==> src/hdl/wrs_pkg.sv <==
`timescale 1ns / 1ps
// ----------------------------------------------------------------------------
// wrs_pkg: shared types and constants of the Wilder RSI stream block
// Widths of the average datapath, register map, sequencer states and the
// request and response of the shared add/subtract unit.
// ----------------------------------------------------------------------------
package wrs_pkg;

  // Averages and the shared adder wrap at 64 bits; the RSI ratio uses WORK_W bits
  localparam int AVG_W      = 64;
  localparam int OUT_W      = 32;
  localparam int PERIOD_W   = 11;
  localparam int UNSTABLE_W = 16;
  localparam int IDX_W      = 17;

  // RSI numerator is gain * 100 * 2^16; 100 needs 7 bits
  localparam int RSI_MUL_W  = 7;
  localparam int RSI_FRAC   = 16;
  localparam int PROD_W     = AVG_W + RSI_MUL_W;
  localparam int WORK_W     = PROD_W + RSI_FRAC;
  localparam int CNT_W      = $clog2(WORK_W);

  // APB register map
  localparam int PADDR_W    = 4;
  localparam int PDATA_W    = 32;
  localparam int REG_IDX_W  = 2;

  localparam logic [REG_IDX_W-1:0] REG_PERIOD   = 2'd0;
  localparam logic [REG_IDX_W-1:0] REG_EARLY    = 2'd1;
  localparam logic [REG_IDX_W-1:0] REG_UNSTABLE = 2'd2;

  localparam logic [PERIOD_W-1:0]   PERIOD_RESET   = 11'd14;
  localparam logic [IDX_W-1:0]      IDX_MAX        = '1;

  typedef enum logic [3:0] {
    ST_IDLE,
    ST_START,
    ST_MUL,
    ST_ADDMAG,
    ST_DIV_LOAD,
    ST_DIV,
    ST_TOTAL,
    ST_PROD_A,
    ST_PROD_B,
    ST_RSI,
    ST_EMIT
  } state_t;

  typedef struct packed {
    logic [AVG_W-1:0] a;
    logic [AVG_W-1:0] b;
    logic             sub;
  } alu_req_t;

  typedef struct packed {
    logic [AVG_W-1:0] sum;
    logic             carry;
  } alu_rsp_t;

endpackage

==> src/hdl/wilder_rsi_stream.sv <==
`timescale 1ns / 1ps
// ----------------------------------------------------------------------------
// wilder_rsi_stream: streaming Wilder relative strength index
// One price sample in per transaction, zero or one RSI value out, computed
// by a small sequencer around one shared 64-bit add/subtract unit.
// ----------------------------------------------------------------------------
// Usage:
//   Input channel (price, restart) and output channel (rsi_value) each use
//   valid/stall; a transaction completes when valid is high and stall low.
//   in_stall is high from the accepting edge until the sample is finished,
//   so one sample is in flight at a time; the next sample is accepted as
//   soon as the sequencer is back in idle.
//   Work per sample, after acceptance:
//     pass-through (period 1): the price bits go to the result register
//     first sample of a series: averages cleared, back to idle
//     warm-up sample, no result: two divisions (a load and the steps each)
//     smoothing sample, no result: adds a multiply per lane and one add
//     sample with a result: adds the gain + loss total and the ratio
//   A zero total skips the ratio and loads a zero result.
//   Every multiply, divide and ratio step goes through the one shared
//   adder; the gain * 100 product has its own adders.
//   A finished result waits in the output register; while the receiver
//   stalls and that register is full, the sequencer holds in its emit state
//   and the input stays stalled.
//   Reset (rst, synchronous) restores period 14, normal mode, no unstable
//   period, clears the sample index and averages and drops any pending
//   result. Configuration goes through the APB port at byte addresses 0, 4,
//   8; the user must write it only while the block is idle (unchecked).
// ----------------------------------------------------------------------------
module wilder_rsi_stream
  import wrs_pkg::*;
#(
  parameter int PRICE_WIDTH            = 32,
  parameter int AVERAGE_EXTRA_FRACTION = 16
) (
  input  logic                          clk,
  input  logic                          rst,

  // APB configuration port
  input  logic                          psel,
  input  logic                          penable,
  input  logic                          pwrite,
  input  logic [PADDR_W-1:0]            paddr,
  input  logic [PDATA_W-1:0]            pwdata,
  output logic [PDATA_W-1:0]            prdata,
  output logic                          pready,

  // Input channel
  input  logic                          in_valid,
  output logic                          in_stall,
  input  logic signed [PRICE_WIDTH-1:0] price,
  input  logic                          restart,

  // Output channel
  output logic                          out_valid,
  input  logic                          out_stall,
  output logic signed [OUT_W-1:0]       rsi_value
);

  // --------------------------------------------------------------------------
  // Configuration registers
  // --------------------------------------------------------------------------
  logic [PERIOD_W-1:0]   period;
  logic                  early_mode;
  logic [UNSTABLE_W-1:0] unstable_period;
  logic [REG_IDX_W-1:0]  reg_idx;

  assign reg_idx = paddr[PADDR_W-1:2];
  assign pready  = 1'b1;

  always_ff @(posedge clk) begin
    if (rst) begin
      period          <= PERIOD_RESET;
      early_mode      <= 1'b0;
      unstable_period <= '0;
    end else if (psel && penable && pwrite && pready) begin
      unique case (reg_idx)
        REG_PERIOD:   period          <= pwdata[PERIOD_W-1:0];
        REG_EARLY:    early_mode      <= pwdata[0];
        REG_UNSTABLE: unstable_period <= pwdata[UNSTABLE_W-1:0];
        default: ;
      endcase
    end
  end

  always_comb begin
    unique case (reg_idx)
      REG_PERIOD:   prdata = PDATA_W'(period);
      REG_EARLY:    prdata = PDATA_W'(early_mode);
      REG_UNSTABLE: prdata = PDATA_W'(unstable_period);
      default:      prdata = '0;
    endcase
  end

  // --------------------------------------------------------------------------
  // State
  // --------------------------------------------------------------------------
  state_t                 state, state_next;

  logic [PRICE_WIDTH-1:0] price_q;
  logic                   restart_q;
  logic [PRICE_WIDTH-1:0] prev_price;
  logic [IDX_W-1:0]       sample_index;

  logic [AVG_W-1:0]       avg_gain, avg_loss;
  logic [AVG_W-1:0]       tmp_gain, tmp_loss;
  logic [AVG_W-1:0]       mag_q;
  logic                   loss_q;
  logic                   emit_q, early_q, smooth_q;

  logic [OUT_W-1:0]       value;
  logic [WORK_W-1:0]      work;       // dividend shifts out, quotient shifts in
  logic [AVG_W-1:0]       rem;        // remainder, or multiply accumulator
  logic [AVG_W-1:0]       divisor;
  logic [CNT_W-1:0]       count;
  logic                   lane;       // 0 works on gain, 1 on loss
  logic [PERIOD_W-1:0]    multiplier;

  alu_req_t               alu_req;
  alu_rsp_t               alu_rsp;

  wrs_addsub u_addsub (
    .req (alu_req),
    .rsp (alu_rsp)
  );

  // --------------------------------------------------------------------------
  // Decisions for the sample in hand
  // --------------------------------------------------------------------------
  logic [PERIOD_W-1:0]    p_eff, pm1;
  logic [IDX_W-1:0]       k;
  logic [IDX_W:0]         lookback;
  logic                   p_one, k_zero, k_above, k_below, emit_now;
  logic signed [PRICE_WIDTH:0] diff;
  logic [PRICE_WIDTH:0]   mag_now;
  logic                   loss_now;
  logic [AVG_W-1:0]       mag_ext;
  logic                   mul_last, div_last, rsi_last, out_free;
  logic [AVG_W-1:0]       lane_avg, side_avg, div_a;
  logic [PROD_W-1:0]      gain_prod;

  // Period zero behaves as period one
  assign p_eff    = (period == '0) ? PERIOD_W'(1) : period;
  assign pm1      = p_eff - PERIOD_W'(1);
  assign p_one    = (p_eff == PERIOD_W'(1));
  assign k        = restart_q ? '0 : sample_index;
  assign k_zero   = (k == '0);
  assign k_above  = (k > IDX_W'(p_eff));
  assign k_below  = (k < IDX_W'(p_eff));
  assign lookback = (IDX_W+1)'(p_eff) + (IDX_W+1)'(unstable_period)
                  - (IDX_W+1)'(early_mode);
  assign emit_now = ({1'b0, k} >= lookback);

  assign diff     = $signed({price_q[PRICE_WIDTH-1], price_q})
                  - $signed({prev_price[PRICE_WIDTH-1], prev_price});
  assign loss_now = diff[PRICE_WIDTH];
  assign mag_now  = loss_now ? $unsigned(-diff) : $unsigned(diff);
  assign mag_ext  = AVG_W'(mag_now);

  assign mul_last = (count == CNT_W'(PERIOD_W-1));
  assign div_last = (count == CNT_W'(AVG_W-1));
  assign rsi_last = (count == CNT_W'(WORK_W-1));
  assign out_free = !out_valid || !out_stall;

  assign lane_avg  = lane ? avg_loss : avg_gain;
  assign side_avg  = (state == ST_START) ? (loss_now ? avg_loss : avg_gain)
                                         : (loss_q ? avg_loss : avg_gain);
  assign div_a     = {rem[AVG_W-2:0], work[WORK_W-1]};
  assign gain_prod = PROD_W'(tmp_gain);

  assign in_stall  = rst || (state != ST_IDLE);

  // --------------------------------------------------------------------------
  // Sequencer: next state
  // --------------------------------------------------------------------------
  always_comb begin
    state_next = state;
    unique case (state)
      ST_IDLE: begin
        if (in_valid) state_next = ST_START;
      end
      ST_START: begin
        if (p_one || k_zero)  state_next = emit_now ? ST_EMIT : ST_IDLE;
        else if (k_above)     state_next = ST_MUL;
        else                  state_next = ST_DIV_LOAD;
      end
      ST_MUL: begin
        if (mul_last && lane) state_next = ST_ADDMAG;
      end
      ST_ADDMAG:   state_next = ST_DIV_LOAD;
      ST_DIV_LOAD: state_next = ST_DIV;
      ST_DIV: begin
        if (div_last) state_next = lane ? ST_TOTAL : ST_DIV_LOAD;
      end
      ST_TOTAL: begin
        if (!emit_q)                state_next = ST_IDLE;
        else if (alu_rsp.sum == '0) state_next = ST_EMIT;
        else                        state_next = ST_PROD_A;
      end
      ST_PROD_A: state_next = ST_PROD_B;
      ST_PROD_B: state_next = ST_RSI;
      ST_RSI: begin
        if (rsi_last) state_next = ST_EMIT;
      end
      ST_EMIT: begin
        if (out_free) state_next = ST_IDLE;
      end
      default: state_next = ST_IDLE;
    endcase
  end

  // --------------------------------------------------------------------------
  // Sequencer: operands of the shared adder
  // --------------------------------------------------------------------------
  always_comb begin
    alu_req = '0;
    unique case (state)
      ST_START: begin
        alu_req.a = side_avg;
        alu_req.b = mag_ext;
      end
      ST_MUL: begin
        // shift-add, multiplier bits from the top
        alu_req.a = {rem[AVG_W-2:0], 1'b0};
        alu_req.b = multiplier[PERIOD_W-1] ? lane_avg : '0;
      end
      ST_ADDMAG: begin
        alu_req.a = side_avg;
        alu_req.b = mag_q << AVERAGE_EXTRA_FRACTION;
      end
      ST_DIV, ST_RSI: begin
        alu_req.a   = div_a;
        alu_req.b   = divisor;
        alu_req.sub = 1'b1;
      end
      ST_TOTAL: begin
        alu_req.a = tmp_gain;
        alu_req.b = tmp_loss;
      end
      default: alu_req = '0;
    endcase
  end

  always_ff @(posedge clk) begin
    if (rst) state <= ST_IDLE;
    else     state <= state_next;
  end

  // --------------------------------------------------------------------------
  // Datapath
  // --------------------------------------------------------------------------
  always_ff @(posedge clk) begin
    if (rst) begin
      sample_index <= '0;
      prev_price   <= '0;
      avg_gain     <= '0;
      avg_loss     <= '0;
      out_valid    <= 1'b0;
    end else begin
      // drop the result once the receiver takes it; the emit state reloads
      if (out_valid && !out_stall && (state != ST_EMIT)) out_valid <= 1'b0;

      unique case (state)
        ST_IDLE: begin
          if (in_valid) begin
            price_q   <= price;
            restart_q <= restart;
          end
        end

        ST_START: begin
          prev_price   <= price_q;
          sample_index <= (k < IDX_MAX) ? k + IDX_W'(1) : IDX_MAX;
          mag_q        <= mag_ext;
          loss_q       <= loss_now;
          emit_q       <= emit_now;
          early_q      <= k_below;
          smooth_q     <= k_above;
          lane         <= 1'b0;
          count        <= '0;
          rem          <= '0;
          multiplier   <= pm1;
          if (p_one) begin
            // pass the price bits straight through
            value <= OUT_W'(AVG_W'(price_q));
          end else if (k_zero) begin
            avg_gain <= '0;
            avg_loss <= '0;
            value    <= '0;
          end else if (!k_above) begin
            // raw sums while warming up
            if (loss_now) avg_loss <= alu_rsp.sum;
            else          avg_gain <= alu_rsp.sum;
          end
        end

        ST_MUL: begin
          if (mul_last) begin
            if (lane) avg_loss <= alu_rsp.sum;
            else      avg_gain <= alu_rsp.sum;
            lane       <= 1'b1;
            rem        <= '0;
            count      <= '0;
            multiplier <= pm1;
          end else begin
            rem        <= alu_rsp.sum;
            multiplier <= {multiplier[PERIOD_W-2:0], 1'b0};
            count      <= count + CNT_W'(1);
          end
        end

        ST_ADDMAG: begin
          if (loss_q) avg_loss <= alu_rsp.sum;
          else        avg_gain <= alu_rsp.sum;
          lane <= 1'b0;
        end

        ST_DIV_LOAD: begin
          // sums get the extra fraction bits; smoothed averages have them
          work    <= {(smooth_q ? lane_avg : (lane_avg << AVERAGE_EXTRA_FRACTION)),
                      (WORK_W-AVG_W)'(0)};
          rem     <= '0;
          count   <= '0;
          divisor <= AVG_W'(p_eff);
        end

        ST_DIV: begin
          rem   <= alu_rsp.carry ? alu_rsp.sum : div_a;
          work  <= {work[WORK_W-2:0], alu_rsp.carry};
          count <= count + CNT_W'(1);
          if (div_last) begin
            if (lane) tmp_loss <= {work[AVG_W-2:0], alu_rsp.carry};
            else      tmp_gain <= {work[AVG_W-2:0], alu_rsp.carry};
            lane <= 1'b1;
          end
        end

        ST_TOTAL: begin
          // early results leave the raw sums in place
          if (!early_q) begin
            avg_gain <= tmp_gain;
            avg_loss <= tmp_loss;
          end
          divisor <= alu_rsp.sum;
          value   <= '0;
        end

        ST_PROD_A: begin
          // gain * 100 = gain * (64 + 32 + 4), then scale by 2^16
          work <= {(gain_prod << 6) + (gain_prod << 5), RSI_FRAC'(0)};
        end

        ST_PROD_B: begin
          work[WORK_W-1:RSI_FRAC] <= work[WORK_W-1:RSI_FRAC] + (gain_prod << 2);
          rem   <= '0;
          count <= '0;
        end

        ST_RSI: begin
          rem   <= alu_rsp.carry ? alu_rsp.sum : div_a;
          work  <= {work[WORK_W-2:0], alu_rsp.carry};
          count <= count + CNT_W'(1);
          if (rsi_last) value <= {work[OUT_W-2:0], alu_rsp.carry};
        end

        ST_EMIT: begin
          if (out_free) begin
            out_valid <= 1'b1;
            rsi_value <= value;
          end
        end

        default: ;
      endcase
    end
  end

  // --------------------------------------------------------------------------
  // Assertions
  // --------------------------------------------------------------------------
  a_busy_after_accept: assert property (@(posedge clk) disable iff (rst)
    (in_valid && !in_stall) |=> in_stall)
    else $error("input not stalled after a transaction was accepted");

  a_result_from_emit: assert property (@(posedge clk) disable iff (rst)
    $rose(out_valid) |-> $past(state == ST_EMIT))
    else $error("result raised outside the emit state");

  a_divisor_nonzero: assert property (@(posedge clk) disable iff (rst)
    (state == ST_DIV || state == ST_RSI) |-> (divisor != '0))
    else $error("division step with a zero divisor");

  a_index_saturates: assert property (@(posedge clk) disable iff (rst)
    (state == ST_START && !restart_q && sample_index == IDX_MAX)
      |=> (sample_index == IDX_MAX))
    else $error("sample index wrapped instead of saturating");

  a_mul_count: assert property (@(posedge clk) disable iff (rst)
    (state == ST_MUL) |-> (count < CNT_W'(PERIOD_W)))
    else $error("multiply step count out of range");

endmodule

==> src/hdl/wrs_addsub.sv <==
`timescale 1ns / 1ps
// ----------------------------------------------------------------------------
// wrs_addsub: shared 64-bit add/subtract unit
// Adds or subtracts two operands; on subtract the carry out is set when
// a >= b, which drives the restoring division steps.
// ----------------------------------------------------------------------------
module wrs_addsub
  import wrs_pkg::*;
(
  input  alu_req_t req,
  output alu_rsp_t rsp
);

  logic [AVG_W:0] total;

  assign total = {1'b0, req.a} + {1'b0, (req.sub ? ~req.b : req.b)}
               + (AVG_W+1)'(req.sub);

  assign rsp.sum   = total[AVG_W-1:0];
  assign rsp.carry = total[AVG_W];

endmodule

==> config.mk <==
export PLATFORM = sky130hd
export DESIGN_NAME = wilder_rsi_stream
export DESIGN_NICKNAME = d
export VERILOG_FILES = /design/src/hdl/wrs_pkg.sv /design/src/hdl/wilder_rsi_stream.sv /design/src/hdl/wrs_addsub.sv
export SDC_FILE = /design/constraint.sdc
export NUM_CORES = 2
export LEC_CHECK = 0
export BUFFER_PORTS_ARGS = -buffer_cell sky130_fd_sc_hd__buf_2
export CORE_ASPECT_RATIO = 2
export CORE_MARGIN = 5
export CORE_UTILIZATION = 43
export CTS_CLUSTER_DIAMETER = 50
export DETAILED_ROUTE_END_ITERATION = 8
export PLACE_DENSITY = 0.65
export SYNTH_ARGS = -nofsm -noshare
export SYNTH_HDL_FRONTEND = slang
export SYNTH_SLANG_ARGS = --single-unit
==> constraint.sdc <==
create_clock -name clk -period 13.55 [get_ports clk]
set_input_delay 2.71 -clock clk [delete_from_list [all_inputs] [get_ports clk]]
set_output_delay 2.71 -clock clk [all_outputs]
set_load 0.02 [all_outputs]
==> metrics.log <==
INFO  metric outcome = finished with violations
INFO  metric violations = design-rule violations
INFO  metric regArea = ~19000 um^2
INFO  metric via_per_inst = around 6.4
INFO  metric final.min_clock_period = 10.20 ns
INFO  metric tns = 0 ns
INFO  metric fp-row-count = approximately 170
INFO  metric globalRouteOverflowTotal = 0
INFO  metric clockBufferDepth = 3
INFO  metric cts.repair_timing.setup_buffer_count = 0
INFO  metric multiInputGateArea = roughly 27000 um^2
INFO  metric worst_hold_path_type = register to register
INFO  metric worst_setup_path_end_kind = register
INFO  metric max_cap_viol_count = 0
INFO  metric synthTopCellsByArea = sky130_fd_sc_hd__edfxtp_1 31%, sky130_fd_sc_hd__dfxtp_1 8.7%, sky130_fd_sc_hd__ha_1 7.4%, sky130_fd_sc_hd__a21oi_1 5.7%, sky130_fd_sc_hd__o21ai_0 4.1%
INFO  metric initial_core_util = 0.431
INFO  metric initial_antenna_violation_count = 7
INFO  metric synth_top_area_cell = sky130_fd_sc_hd__edfxtp_1
INFO  metric synth_ff_type = sky130_fd_sc_hd__edfxtp_1
INFO  metric synth-seq-area-share = 0.395
INFO  metric tightestPinTransition = approximately 1.2 ns
INFO  metric global_route_wire_length_before_repair = 271000 um
INFO  metric clock_latency = 0.72 ns
INFO  metric post_synth_edffs = about 500
INFO  metric synth.yosys.warnings = 0
INFO  metric fraction_of_post_synthesis_cell_area_in_the_top_cell_type_by_area = 0.308
INFO  metric worst_path_setup_slack_after_routing = ~3.3 ns
INFO  metric core = 112000 um^2
INFO  metric tritoncts = done
INFO  metric crit_fanout = 38
INFO  metric setup.worst_path.start_class = register
INFO  metric cp.arrival = roughly 11 ns
INFO  metric fmax = 0.0980 GHz
INFO  metric synth_area = about 48000 um^2
INFO  metric rsz_0062_raised_after_global_routing = false
INFO  metric cts_htree_levels = 3
INFO  metric postSynthRegisterBits = roughly 710
INFO  metric holdWs = about 0.42 ns
INFO  metric dpl.cell_count = 6659
INFO  metric setup_viol_count_final = 0
INFO  metric hpwl = around 130000 um
INFO  metric crit_path_max_incr_delay = about 0.8 ns
INFO  metric detail-route-antenna-nets = 0
INFO  metric timing.final.max_slew_violations = 0
INFO  metric layout-drive-gt1-share = 0.0925
INFO  metric dr_total_vias = around 44000
INFO  metric fp.dieH = between 400 and 500 um
INFO  metric cts_root_buf = sky130_fd_sc_hd__clkbuf_16
INFO  metric post-route-drc-count = 1
INFO  metric clkSinkCount = between 700 and 800
INFO  metric fin_crit_sh = 0.753
INFO  metric avgSynthCellArea = ~9.1 um^2
INFO  metric floorplan.die.width = 247 um
INFO  metric layout.cells.non_filler = about 7000
INFO  metric async_flop_share = 0
INFO  metric timing.max_slew.rel_slack = 0.189
INFO  metric numPortBuffers = 107
INFO  metric r2r_slack = between 3 and 4 ns
INFO  metric tritoncts.num_buffers = just under 80
INFO  metric static-leakage-power = 19.5 nW
INFO  metric ir_drop = approximately 0.21 mV
INFO  metric first_global_vias = ~42000
INFO  metric final_net_count = between 5000 and 6000
INFO  metric globalRouteTotalUtil = 0.298
INFO  metric ys_types = ~110
INFO  metric critical_path_rt = around 14 ns
INFO  metric cellPowerDensity = 192 nW/um^2
INFO  metric routed_wire_length_per_instance = between 20 and 30 um
INFO  metric grt_start_max_net_pins = 129
INFO  metric area_delta_synth_final = 9.49%
INFO  metric placer_congestion_estimate = just over 1
INFO  metric nFillCells = between 10000 and 15000
INFO  metric post_cts.resized_instances = 0
INFO  metric pwr_total = around 10 mW
INFO  metric dpl_cell_area = roughly 50000 um^2
INFO  metric fin_util = 0.472
INFO  metric clock-skew-final = between 0.06 and 0.07 ns
INFO  metric postSynthCellCount = 5306
INFO  metric ios = between 100 and 150
INFO  metric die_area = ~120000 um^2
INFO  metric drt-initial-drc-count = around 5700
INFO  metric dp_worst_setup_slack = 3.66 ns
INFO  metric drt_first_pass_iters = 9
INFO  metric clk_pin_slew_worst_paths = roughly 0.060 ns
INFO  metric final_design_area_no_fill = 52800 um^2
INFO  metric timing_hold_violations_final = 0
INFO  metric cp_slowest_cell = sky130_fd_sc_hd__a21oi_2
INFO  metric finalWirelength = about 180000 um
INFO  metric cts.hold.buffers_added = 0
INFO  metric timing_worst_setup_path_type = register to register
cell type report:
| class | count | share of cell area |
|---|---|---|
| Timing Repair Buffer | 179 | 0.0210 |
| Tap cell | 1496 | 0.0354 |
| Inverter | 204 | 0.0145 |
| Multi-Input combinational cell | 4075 | 0.517 |
| Antenna cell | 4 | 0.000189 |
| Clock inverter | 51 | 0.0120 |
| Clock buffer | 93 | 0.0388 |
| Sequential cell | 705 | 0.361 |
placed cells by master, fill, tap and decap left out, drive strengths merged, types with 13 or more instances in the layout:
cell type and instances:
a211oi 144, a21o 127, a21oi 551, a221oi 24, a222oi 106, a22o 43, a22oi 46, a311oi 21
a31oi 34, and2 55, and3 30, buf 179, clkbuf 93, clkinv 31, conb 17, dfxtp 210
edfxtp 495, ha 287, inv 212, mux2 97, mux2i 132, nand2 481, nand2b 48, nand3 77
nand4 56, nor2 496, nor2b 48, nor3 60, nor4 28, o211ai 33, o21a 58, o21ai 404
o21bai 33, o221ai 13, o22ai 21, o31ai 19, or2 17, or3 25, xnor2 154, xor2 109
critical path: cells and delay by family, from the launching register on:
| family | cells | cell delay [ns] |
|---|---|---|
| AND/OR/NAND/NOR | 5 | 1.08 |
| flip-flops | 1 | 0.43 |
| XOR/XNOR | 2 | 0.78 |
| AO/OA/AOI/OAI | 17 | 5.03 |
| adder cells (fa/ha/maj) | 2 | 0.82 |
| buffers and inverters | 3 | 1.67 |
Yosys cell counts, drive strengths merged (30+ instances only):
master  count
and2       55
clkbuf    294
o21a       58
a21o      127
dfxtp     210
a222oi    106
nand4      56
ha        287
a22oi      46
o21ai     404
a211oi    144
nand3      77
mux2i     132
a22o       43
o211ai     33
edfxtp    495
and3       30
mux2       97
xor2      109
nor3       60
a21oi     551
nand2     481
buf        43
o21bai     33
inv       203
nor2      496
nor2b      48
a31oi      34
xnor2     154
nand2b     48
kinds of logic after synthesis:
logic type / synth area share
compound gates: 0.242
simple gates: 0.140
flops: 0.395
buf+inv: 0.0438
fa+ha+maj: 0.0765
xor+xnor: 0.0477
mux: 0.0550
other cells: 0.000156
sequential cells by signal, summed over array words and instances (netlist names), 16 cells and up:
name / count
avg_gain: 64
mag_q: 33
value: 32
work: 87
divisor: 64
rsi_value: 32
prev_price: 32
tmp_gain: 64
unstable_period: 16
sample_index: 17
rem: 63
avg_loss: 64
tmp_loss: 64
price_q: 32
power by group:
group	switching [mW]	total [mW]	internal, mW
logic	3.31	4.75	1.44
registers	0.332	3.15	2.82
clock network	1.03	2.24	1.22
worst paths after layout:
kind | start | endpoint | cells past startpoint
max | price_q[9] | rem[58] | 29
min | value[10] | rsi_value[10] | 0
max reg2reg | price_q[9] | rem[58] | 29
min reg2reg | value[10] | rsi_value[10] | 0
metal layers:
metal  GRT usage  vias up  share of wire
met2       0.473     2479           0.45
li1            -    19700              -
met4       0.189        2          0.078
met3      0.0610      532           0.10
met5           0        -       0.000087
met1       0.367    21100           0.37
(Power assumes the default switching activity.)
